[src/rtl/two_wire_debug_bit_sequencer_defines.svh]
// Assertion helpers used by the sequencer controller.
// Each check runs on the rising clock and is off while reset is held.
`ifndef TWO_WIRE_DEBUG_BIT_SEQUENCER_DEFINES_SVH
`define TWO_WIRE_DEBUG_BIT_SEQUENCER_DEFINES_SVH

// Same-cycle implication.
`define TWDBS_ASSERT_NOW(lbl, ante, cons, msg) \
  lbl: assert property (@(posedge clk_i) disable iff (!rst_ni) (ante) |-> (cons)) \
    else $error(msg);

// Next-cycle implication.
`define TWDBS_ASSERT_NEXT(lbl, ante, cons, msg) \
  lbl: assert property (@(posedge clk_i) disable iff (!rst_ni) (ante) |=> (cons)) \
    else $error(msg);

`endif

[src/rtl/twdbs_pkg.sv]
package twdbs_pkg;

  // Command codes.
  localparam logic [2:0] FN_START = 3'd0;
  localparam logic [2:0] FN_WRITE = 3'd1;
  localparam logic [2:0] FN_RDBEG = 3'd2;
  localparam logic [2:0] FN_RDBIT = 3'd3;
  localparam logic [2:0] FN_DONE  = 3'd4;

  // Slot kinds.
  localparam logic [1:0] KIND_START  = 2'd0;
  localparam logic [1:0] KIND_DRIVE  = 2'd1;
  localparam logic [1:0] KIND_SAMPLE = 2'd2;

  // Slots in one frame, and the width of a slot counter.
  localparam int unsigned FRAME_SLOTS = 9;
  localparam int unsigned SLOT_CNT_W  = 4;
  localparam int unsigned BYTE_BITS   = 8;

  // Controller to datapath commands.
  typedef struct packed {
    logic load;   // an input beat is accepted this cycle
    logic emit;   // the next slot moves into the output register
    logic last;   // that slot is the final one of its command
  } dp_cmd_t;

  // Number of slots a command produces; unused codes produce none.
  function automatic logic [SLOT_CNT_W-1:0] slot_count(input logic [2:0] func);
    logic [SLOT_CNT_W-1:0] n;
    n = '0;
    case (func)
      FN_START, FN_WRITE: n = SLOT_CNT_W'(FRAME_SLOTS);
      FN_RDBEG, FN_RDBIT, FN_DONE: n = SLOT_CNT_W'(1);
      default: n = '0;
    endcase
    return n;
  endfunction

endpackage

[src/rtl/twdbs_ctrl.sv]
module twdbs_ctrl
  import twdbs_pkg::*;
(
  input  logic       clk_i,
  input  logic       rst_ni,
  input  logic       in_valid_i,
  output logic       in_ready_o,
  input  logic [2:0] func_i,
  output logic       out_valid_o,
  input  logic       out_ready_i,
  output dp_cmd_t    cmd_o
);

  localparam logic ST_IDLE = 1'b0;
  localparam logic ST_SEND = 1'b1;

  logic                  state_q, state_d;
  logic [SLOT_CNT_W-1:0] rem_q, rem_d;
  logic                  out_valid_q, out_valid_d;
  logic [SLOT_CNT_W-1:0] nslots;
  logic                  out_free, emit, accept, final_slot;

  // Handshake decisions for this cycle.
  always_comb begin
    nslots     = slot_count(func_i);
    out_free   = !out_valid_q || out_ready_i;
    emit       = (state_q == ST_SEND) && out_free;
    final_slot = (rem_q == SLOT_CNT_W'(1));
    // The next command may enter while the last slot of this one leaves.
    in_ready_o = (state_q == ST_IDLE) || (emit && final_slot);
    accept     = in_valid_i && in_ready_o;
  end

  // Slot counter and state.
  always_comb begin
    state_d     = state_q;
    rem_d       = rem_q;
    out_valid_d = out_valid_q;
    if (accept) begin
      rem_d   = nslots;
      state_d = (nslots != '0) ? ST_SEND : ST_IDLE;
    end else if (emit) begin
      rem_d = rem_q - SLOT_CNT_W'(1);
      if (final_slot) begin
        state_d = ST_IDLE;
      end
    end
    if (emit) begin
      out_valid_d = 1'b1;
    end else if (out_ready_i) begin
      out_valid_d = 1'b0;
    end
  end

  always_ff @(posedge clk_i or negedge rst_ni) begin
    if (!rst_ni) begin
      state_q     <= ST_IDLE;
      rem_q       <= '0;
      out_valid_q <= 1'b0;
    end else begin
      state_q     <= state_d;
      rem_q       <= rem_d;
      out_valid_q <= out_valid_d;
    end
  end

  assign out_valid_o = out_valid_q;
  assign cmd_o.load  = accept;
  assign cmd_o.emit  = emit;
  assign cmd_o.last  = final_slot;

`include "two_wire_debug_bit_sequencer_defines.svh"

  `TWDBS_ASSERT_NOW(a_state_matches_count, 1'b1, ((state_q == ST_SEND) == (rem_q != '0)), "state and slot count disagree")
  `TWDBS_ASSERT_NOW(a_count_in_range, 1'b1, (rem_q <= SLOT_CNT_W'(FRAME_SLOTS)), "slot count above frame length")
  `TWDBS_ASSERT_NEXT(a_emit_shows_beat, emit, out_valid_q, "emitted slot not presented")
  `TWDBS_ASSERT_NEXT(a_load_sets_count, accept, (rem_q == $past(nslots)), "slot count not loaded")

endmodule

[src/rtl/twdbs_dpath.sv]
module twdbs_dpath
  import twdbs_pkg::*;
(
  input  logic       clk_i,
  input  logic       rst_ni,
  input  dp_cmd_t    cmd_i,
  input  logic [2:0] func_i,
  input  logic [6:0] reg_addr_i,
  input  logic       read_flag_i,
  input  logic [7:0] write_data_i,
  input  logic       line_in_i,
  output logic [1:0] slot_kind_o,
  output logic       drive_level_o,
  output logic [7:0] read_data_o,
  output logic       read_valid_o,
  output logic       last_o
);

  // Frame of pending slot levels, MSB leaves first.
  logic [FRAME_SLOTS-1:0] lvl_q, lvl_d;
  logic                   first_q, first_d;
  logic [1:0]             kind0_q, kind0_d;
  logic [7:0]             rdata_q, rdata_d;
  logic                   rvalid_q, rvalid_d;

  // Read assembler.
  logic [7:0]            rshift_q, rshift_d;
  logic [SLOT_CNT_W-1:0] rcnt_q, rcnt_d;

  logic [7:0]            shift_in;
  logic [SLOT_CNT_W-1:0] cnt_inc;

  // Output register.
  logic [1:0] kind_q;
  logic       drive_q, rv_q, last_q;
  logic [7:0] rd_q;

  // Load a new frame on an accepted beat, otherwise shift out on emit.
  always_comb begin
    lvl_d    = lvl_q;
    first_d  = first_q;
    kind0_d  = kind0_q;
    rdata_d  = rdata_q;
    rvalid_d = rvalid_q;
    rshift_d = rshift_q;
    rcnt_d   = rcnt_q;
    shift_in = {rshift_q[6:0], line_in_i};
    cnt_inc  = rcnt_q + SLOT_CNT_W'(1);
    if (cmd_i.emit) begin
      lvl_d   = {lvl_q[FRAME_SLOTS-2:0], 1'b0};
      first_d = 1'b0;
    end
    if (cmd_i.load) begin
      first_d  = 1'b1;
      kind0_d  = KIND_DRIVE;
      rdata_d  = '0;
      rvalid_d = 1'b0;
      lvl_d    = '0;
      case (func_i)
        FN_START: begin
          kind0_d = KIND_START;
          lvl_d   = {1'b0, reg_addr_i, read_flag_i};
        end
        FN_WRITE: begin
          lvl_d = {1'b0, write_data_i};
        end
        FN_RDBEG: begin
          rshift_d = '0;
          rcnt_d   = '0;
        end
        FN_RDBIT: begin
          kind0_d = KIND_SAMPLE;
          if (cnt_inc >= SLOT_CNT_W'(BYTE_BITS)) begin
            // Byte complete: report it and start over.
            rdata_d  = shift_in;
            rvalid_d = 1'b1;
            rshift_d = '0;
            rcnt_d   = '0;
          end else begin
            rshift_d = shift_in;
            rcnt_d   = cnt_inc;
          end
        end
        FN_DONE: begin
          lvl_d = {1'b1, {(FRAME_SLOTS-1){1'b0}}};
        end
        default: begin
          first_d = 1'b0;
        end
      endcase
    end
  end

  always_ff @(posedge clk_i or negedge rst_ni) begin
    if (!rst_ni) begin
      first_q  <= 1'b0;
      rshift_q <= '0;
      rcnt_q   <= '0;
    end else begin
      first_q  <= first_d;
      rshift_q <= rshift_d;
      rcnt_q   <= rcnt_d;
    end
  end

  always_ff @(posedge clk_i) begin
    lvl_q    <= lvl_d;
    kind0_q  <= kind0_d;
    rdata_q  <= rdata_d;
    rvalid_q <= rvalid_d;
  end

  // The output register takes the head slot of the frame.
  always_ff @(posedge clk_i) begin
    if (cmd_i.emit) begin
      kind_q  <= first_q ? kind0_q : KIND_DRIVE;
      drive_q <= lvl_q[FRAME_SLOTS-1];
      rd_q    <= first_q ? rdata_q : 8'd0;
      rv_q    <= first_q && rvalid_q;
      last_q  <= cmd_i.last;
    end
  end

  assign slot_kind_o   = kind_q;
  assign drive_level_o = drive_q;
  assign read_data_o   = rd_q;
  assign read_valid_o  = rv_q;
  assign last_o        = last_q;

endmodule

[src/rtl/two_wire_debug_bit_sequencer.sv]
// Two-wire debug bus master, bit-slot sequencer.
// Input channel: one beat per command (func, reg_addr, read_flag, write_data,
// line_in) under in_valid_i / in_ready_o. Output channel: one beat per bus
// slot (slot_kind, drive_level, read_data, read_valid, last) under
// out_valid_o / out_ready_i; last marks the final slot of a command.
// A start or write-byte command yields nine slots, the other commands one,
// and unused codes are taken with no slot at all.
// An accepted beat loads the frame and slot counter; its first slot then
// moves into the output register. The slot counter emits one slot per cycle
// while the receiver does not stall; the next command is taken in the cycle
// that the final slot of the current one leaves.
// When the receiver stalls, the output register holds its slot and the
// counter waits; a command may still be taken once its predecessor's last
// slot sits in the output register.
// Reset clears the slot counter, the output valid and the read assembler
// (shift register and bit count both zero).
module two_wire_debug_bit_sequencer
  import twdbs_pkg::*;
(
  input  logic       clk_i,
  input  logic       rst_ni,
  input  logic       in_valid_i,
  output logic       in_ready_o,
  input  logic [2:0] func_i,
  input  logic [6:0] reg_addr_i,
  input  logic       read_flag_i,
  input  logic [7:0] write_data_i,
  input  logic       line_in_i,
  output logic       out_valid_o,
  input  logic       out_ready_i,
  output logic [1:0] slot_kind_o,
  output logic       drive_level_o,
  output logic [7:0] read_data_o,
  output logic       read_valid_o,
  output logic       last_o
);

  dp_cmd_t cmd;

  twdbs_ctrl u_ctrl (
    .clk_i       (clk_i),
    .rst_ni      (rst_ni),
    .in_valid_i  (in_valid_i),
    .in_ready_o  (in_ready_o),
    .func_i      (func_i),
    .out_valid_o (out_valid_o),
    .out_ready_i (out_ready_i),
    .cmd_o       (cmd)
  );

  twdbs_dpath u_dpath (
    .clk_i         (clk_i),
    .rst_ni        (rst_ni),
    .cmd_i         (cmd),
    .func_i        (func_i),
    .reg_addr_i    (reg_addr_i),
    .read_flag_i   (read_flag_i),
    .write_data_i  (write_data_i),
    .line_in_i     (line_in_i),
    .slot_kind_o   (slot_kind_o),
    .drive_level_o (drive_level_o),
    .read_data_o   (read_data_o),
    .read_valid_o  (read_valid_o),
    .last_o        (last_o)
  );

endmodule
[config.mk]
export PLATFORM = sky130hd
export DESIGN_NAME = two_wire_debug_bit_sequencer
export DESIGN_NICKNAME = d
export VERILOG_FILES = /design/src/rtl/twdbs_pkg.sv /design/src/rtl/twdbs_ctrl.sv /design/src/rtl/twdbs_dpath.sv /design/src/rtl/two_wire_debug_bit_sequencer.sv
export VERILOG_INCLUDE_DIRS = /design/src /design/src/rtl
export SDC_FILE = /design/constraint.sdc
export NUM_CORES = 1
export LEC_CHECK = 0
export BUFFER_PORTS_ARGS = -buffer_cell sky130_fd_sc_hd__buf_2
export CORE_ASPECT_RATIO = 0.6
export CORE_MARGIN = 3
export CORE_UTILIZATION = 47
export DETAILED_ROUTE_END_ITERATION = 16
export HOLD_SLACK_MARGIN = 0.02
export PLACE_DENSITY = 0.69
export SYNTH_ARGS = -nofsm -noshare
export SYNTH_HDL_FRONTEND = slang
export SYNTH_SLANG_ARGS = --single-unit
[constraint.sdc]
create_clock -name clk_i -period 4.8 [get_ports clk_i]
set_clock_uncertainty 0.1 [all_clocks]
set_input_delay 0.96 -clock clk_i [delete_from_list [all_inputs] [get_ports clk_i]]
set_output_delay 0.96 -clock clk_i [all_outputs]
set_load 0.01 [all_outputs]
==> metrics, run 1 <==
cell leakage power=0.00117 µW; HPWL Detailed=2.80 mm; crit path max fanout=5; CTS tree=built; max_cap viols=0; Routed WL per cell=14.8 µm; worst-case reg-to-reg path depth=6; Arr. time, crit path=1.66 ns; RSZ-0062 raised after global routing=false; clk slew on worst S/H paths=0.09 ns; Final Hold Fails=0; vias post-DR=1334; clock sinks=51; CP startpoint kind=primary input; YS warnings=0; CTS resizes=0; status=finished, final reports clean; Gate Count Post-Synth=160; Worst-Margin Slew=0.660 ns; DR iter-0 viols=83; Tmin final=2.72 ns; WHS Path Cells=0; area leader, netlist=edfxtp_1; Placed Area=2480 µm²; Final Cell Area=2600 µm²; Synth top area share=44.0%; CP required=3.74 ns; CP top delay family=compound AO/OA/AOI/OAI gates; core area=4350 µm²; cts hold-fix bufs=0; Initial Utilization=51.8%; Initial DRT Pass Iterations=4; Post-route DRC=0; Synth Flop Type=edfxtp_1; period utilization=56.8%; via/cell ratio=5.13; fin. max-slew vios=0; total CTS buffers=5; Area Growth Syn to Fin=15.4%; die area=5690 µm²; vias in the first global route=1317; TNS Setup=0 ns; Synth Cell Area=2250 µm²; Async S/R FF share, synth=35.3%; Worst-Skew Late Latency=0.31 ns; Max Clk Rate=0.367 GHz; Routed WL=3.85 mm; pwr dens=514 nW/µm²; non-filler instance count after layout=260; most frequent cells after synthesis=edfxtp_1, dfrtp_1, and2_1, nor2_1, mux2i_1; layout cells sized above 1=31.5%; final net count=226; clk buf depth=2; maximum VDD drop=0.000328 V; R2R Setup Slk=2.60 ns; syn_nets=187; count leader, synth=edfxtp_1; Final Wtd Congestion=0.846; die height=59.6 µm; total gr overflow=0; row count=18; largest net degree at the start of global routing=24; first-pass GRT wire length=6.42 mm; Post-synth EDFFs=33; syn_area_per_cell=14.1 µm²; endpoints failing setup=0; root buf cell=clkbuf_8; Hold Crit Class=reg -> reg; DP Cell Count=252; slowest CP cell=a21o_4; initial antenna violation count=0; Ant. Diodes=0; Setup CP Type=in -> out; Critical Path Stages=4; Finished Core Util=59.8%; number of fill cells in the layout=346; worst rel slew slack=56.0%; crit end category=primary output; Die X=95.4 µm; Critical Path Most Common Cell=buf_2; setup bufs post-CTS=0; IO Count=39; post-synthesis cell type count=37; top cells by area, synth=edfxtp_1, dfrtp_1, mux2i_1; crit path buf inv count=2; gr usage total=15.5%; post-synthesis sequential area ratio=64.0%; Antenna Nets Post-Route=0; Worst path max stage delay=0.26 ns; CP cell instances=buf_2 > nand2b_1 > a21o_4 > buf_2; Seq cells post-synth=51; H-tree level count=2; I/O Buffers=38
## cells in the final DEF, fill, tap and decap left out, types with 2 or more instances in the layout
cell type,count
inv_1,6
a22o_1,8
dfrtp_1,18
edfxtp_1,33
nand2_1,7
o21ai_0,4
buf_2,38
xor2_1,2
nor3_1,2
nand2b_1,2
mux2_2,5
mux2i_1,9
nor2b_1,3
nand3_1,4
ha_1,3
and2_1,12
mux2_4,4
nor2_1,10
and3_1,8
clkbuf_8,5
## worst paths after layout
path / start / to
max: out_ready_i / in_ready_o
min: u_dpath.lvl_q[8] / u_dpath.drive_level_o
max reg2reg: u_ctrl.rem_q[1] / u_dpath.rcnt_q[2]
min reg2reg: u_dpath.lvl_q[8] / u_dpath.drive_level_o
max in group asynchronous: rst_ni / u_dpath.rcnt_q[2]
min in group asynchronous: rst_ni / u_ctrl.out_valid_o
## power by group
part           switching (µW)  internal, µW
clock                     144           157
sequential               60.8           633
combinational             187           154
## final cells by class
cell class / count / area, µm² / share of cell area [%]
Clock buffer: 5 / 68.8 / 2.65
Clock inverter: 3 / 46.3 / 1.78
Inverter: 7 / 28.8 / 1.11
Multi-Input combinational cell: 96 / 749 / 28.8
Sequential cell: 51 / 1440 / 55.4
Tap cell: 60 / 75.1 / 2.89
Timing Repair Buffer: 38 / 190 / 7.31
## layer usage
layer  share of wire [%]  vias up  GRT usage (%)
met4                 1.4        0           7.09
met2                  44       22           22.7
met3                 4.5        5           4.70
met5                   0        -              0
met1                  50      651           21.5
li1                    -      656              -
## stage by stage
step / setup slack (ns) / total power (µW) / hold WS, ns
floorplan: 2.35 / 938 / 0.300
global placement: 2.09 / 1030 / 0.311
detailed placement: 2.08 / 1050 / 0.324
CTS: 2.07 / 1350 / 0.346
global route: 2.03 / 1420 / 0.372
finish: 2.08 / 1340 / 0.345
## registers in the layout, indices dropped and copies added (netlist names)
| name | flops |
|---|---|
| u_dpath.first_q | 1 |
| u_ctrl.rem_q | 4 |
| u_dpath.rdata_q | 8 |
| u_dpath.read_valid_o | 1 |
| u_dpath.kind0_q | 2 |
| u_dpath.lvl_q | 9 |
| u_ctrl.out_valid_o | 1 |
| u_dpath.rvalid_q | 1 |
| u_dpath.rcnt_q | 4 |
| u_dpath.rshift_q | 7 |
| u_dpath.read_data_o | 8 |
| u_ctrl.state_q | 1 |
| u_dpath.drive_level_o | 1 |
| u_dpath.slot_kind_o | 2 |
| u_dpath.last_o | 1 |
## logic make-up after synthesis
| kind of cell | share of synthesized area [%] |
|---|---|
| buffers and inverters | 2.78 |
| DFF | 64.0 |
| and+or+nand+nor | 14.4 |
| AOI/OAI and AO/OA | 6.11 |
| muxes | 9.16 |
| xor gates and xnor gates | 1.89 |
| adders and majority gates | 1.67 |
Note: power is estimated with default switching activity, not from simulation.
==> run 2: changes to the inputs <==
--- a/config.mk
+++ b/config.mk
@@ -12,7 +12,7 @@
 export CORE_UTILIZATION = 47
 export DETAILED_ROUTE_END_ITERATION = 16
 export HOLD_SLACK_MARGIN = 0.02
-export PLACE_DENSITY = 0.69
+export PLACE_DENSITY = 0.71
 export SYNTH_ARGS = -nofsm -noshare
 export SYNTH_HDL_FRONTEND = slang
 export SYNTH_SLANG_ARGS = --single-unit
==> constraint.sdc (replaced) <==
create_clock -name clk_i -period 2.3 [get_ports clk_i]
set_clock_uncertainty 0.1 [all_clocks]
set_input_delay 0.46 -clock clk_i [delete_from_list [all_inputs] [get_ports clk_i]]
set_output_delay 0.46 -clock clk_i [all_outputs]
set_load 0.01 [all_outputs]
==> run 2 against run 1 <==
Compared with the run above:
- cell area up 0.24%
- critical path type is now reg -> reg
- sequential power up 110%
- largest power group unchanged
- global-route usage down 1.0 points
- total power up 110%
==> metrics, run 2 (same netlist as run 1, synthesis figures left out) <==
status=finished, final reports clean; cell leakage power=0.00117 µW; DR iter-0 viols=99; RSZ-0062 raised after global routing=false; via/cell ratio=4.97; crit path max fanout=23; CTS resizes=0; Routed WL=3.74 mm; Arr. time, crit path=2.07 ns; gr usage total=14.5%; Max Clk Rate=0.474 GHz; Initial DRT Pass Iterations=4; Placed Area=2480 µm²; CP startpoint kind=flip-flop; HPWL Detailed=2.88 mm; crit end category=flip-flop; hold_ws=0.297 ns; Setup CP Type=reg -> reg; largest net degree at the start of global routing=24; total CTS buffers=5; clk buf depth=2; Routed WL per cell=14.3 µm; Final Wtd Congestion=0.812; period utilization=91.7%; power after layout=2770 µW; Die X=95.4 µm; fin. max-slew vios=0; Hold Crit Class=in -> reg; initial antenna violation count=0; Antenna Nets Post-Route=0; setup bufs post-CTS=0; Tmin final=2.11 ns; pwr dens=1060 nW/µm²; vias post-DR=1298; maximum VDD drop=0.000565 V; die area=5690 µm²; Worst-Margin Slew=0.611 ns; clock sinks=51; crit path buf inv count=2; max reg flops=9; I/O Buffers=38; Final Hold Fails=0; clk slew on worst S/H paths=0.09 ns; Post-route DRC=0; Setup crit start=u_ctrl.rem_q[1]; slowest CP cell=dfrtp_1; endpoints failing setup=0; core area=4350 µm²; commonest non-fill, non-tap cell in the layout=buf_2; Initial Utilization=51.8%; worst rel slew slack=59.3%; Finished Core Util=60.0%; hold path start=line_in_i; final net count=227; Worst path max stage delay=0.38 ns; vias in the first global route=1246; Area Growth Syn to Fin=15.7%; TNS Setup=0 ns; row count=18; CTS tree=built; Worst-Skew Late Latency=0.30 ns; Ant. Diodes=0; most frequent cells in the layout=buf_2, edfxtp_1, dfrtp_1; CP cell instances=inv_1 > ha_1 > nor3b_4 > a21o_4 > nand2_4 > inv_4 > mux2_2; die height=59.6 µm; CP required=2.26 ns; total gr overflow=0; RR Startpoint=u_ctrl.rem_q[1]; root buf cell=clkbuf_8; largest register by flop count=u_dpath.lvl_q; CP top delay family=flip-flops; H-tree level count=2; max_cap viols=0; IO Count=39; cts hold-fix bufs=1; first-pass GRT wire length=6.02 mm; Final Cell Area=2610 µm²; layout cells sized above 1=30.8%
==> run 2: metal layers <==
metal | wire, µm | vias up | GRT usage [%] | share of wire [%]
li1 | - | 657 | - | -
met1 | 1790 | 611 | 20.5 | 48
met2 | 1700 | 23 | 21.8 | 45
met3 | 198 | 7 | 4.95 | 5.3
met4 | 44 | 0 | 3.64 | 1.2
met5 | 0 | - | 0 | 0
==> run 2: cell type report <==
type | instances | area [µm²]
repair buffers | 39 | 200
clock buffers | 5 | 68.8
fillers | 347 | 1740
multi-input cells | 96 | 749
flip-flops and latches | 51 | 1440
clock inverters | 3 | 42.5
inverters | 7 | 28.8
well taps | 60 | 75.1
==> run 2: report_power, final <==
part / total, µW / internal, µW / switching, µW
combinational: 720 / 324 / 396
clock: 609 / 324 / 285
sequential: 1440 / 1320 / 122
total: 2770 / 1970 / 802
==> run 2: worst paths after layout <==
kind / endpoint / slack [ns] / cells after the start
hold reg to reg: u_dpath.drive_level_o / 0.33 / 0
min in group asynchronous: u_dpath.rcnt_q[0] / 0.50 / 2
setup / recovery: u_dpath.lvl_q[3] / 0.19 / 7
hold / removal: u_dpath.rshift_q[0] / 0.30 / 2
max in group asynchronous: u_dpath.rshift_q[1] / 1.32 / 2
setup reg to reg: u_dpath.lvl_q[3] / 0.19 / 7
==> run 2: stage by stage <==
step	std cells	worst slack, ns
2_1_floorplan	160	0.353
4_1_cts	261	0.175
3_3_place_gp	252	0.281
3_5_place_dp	252	0.191
5_1_grt	261	0.0374
6_report	261	0.191
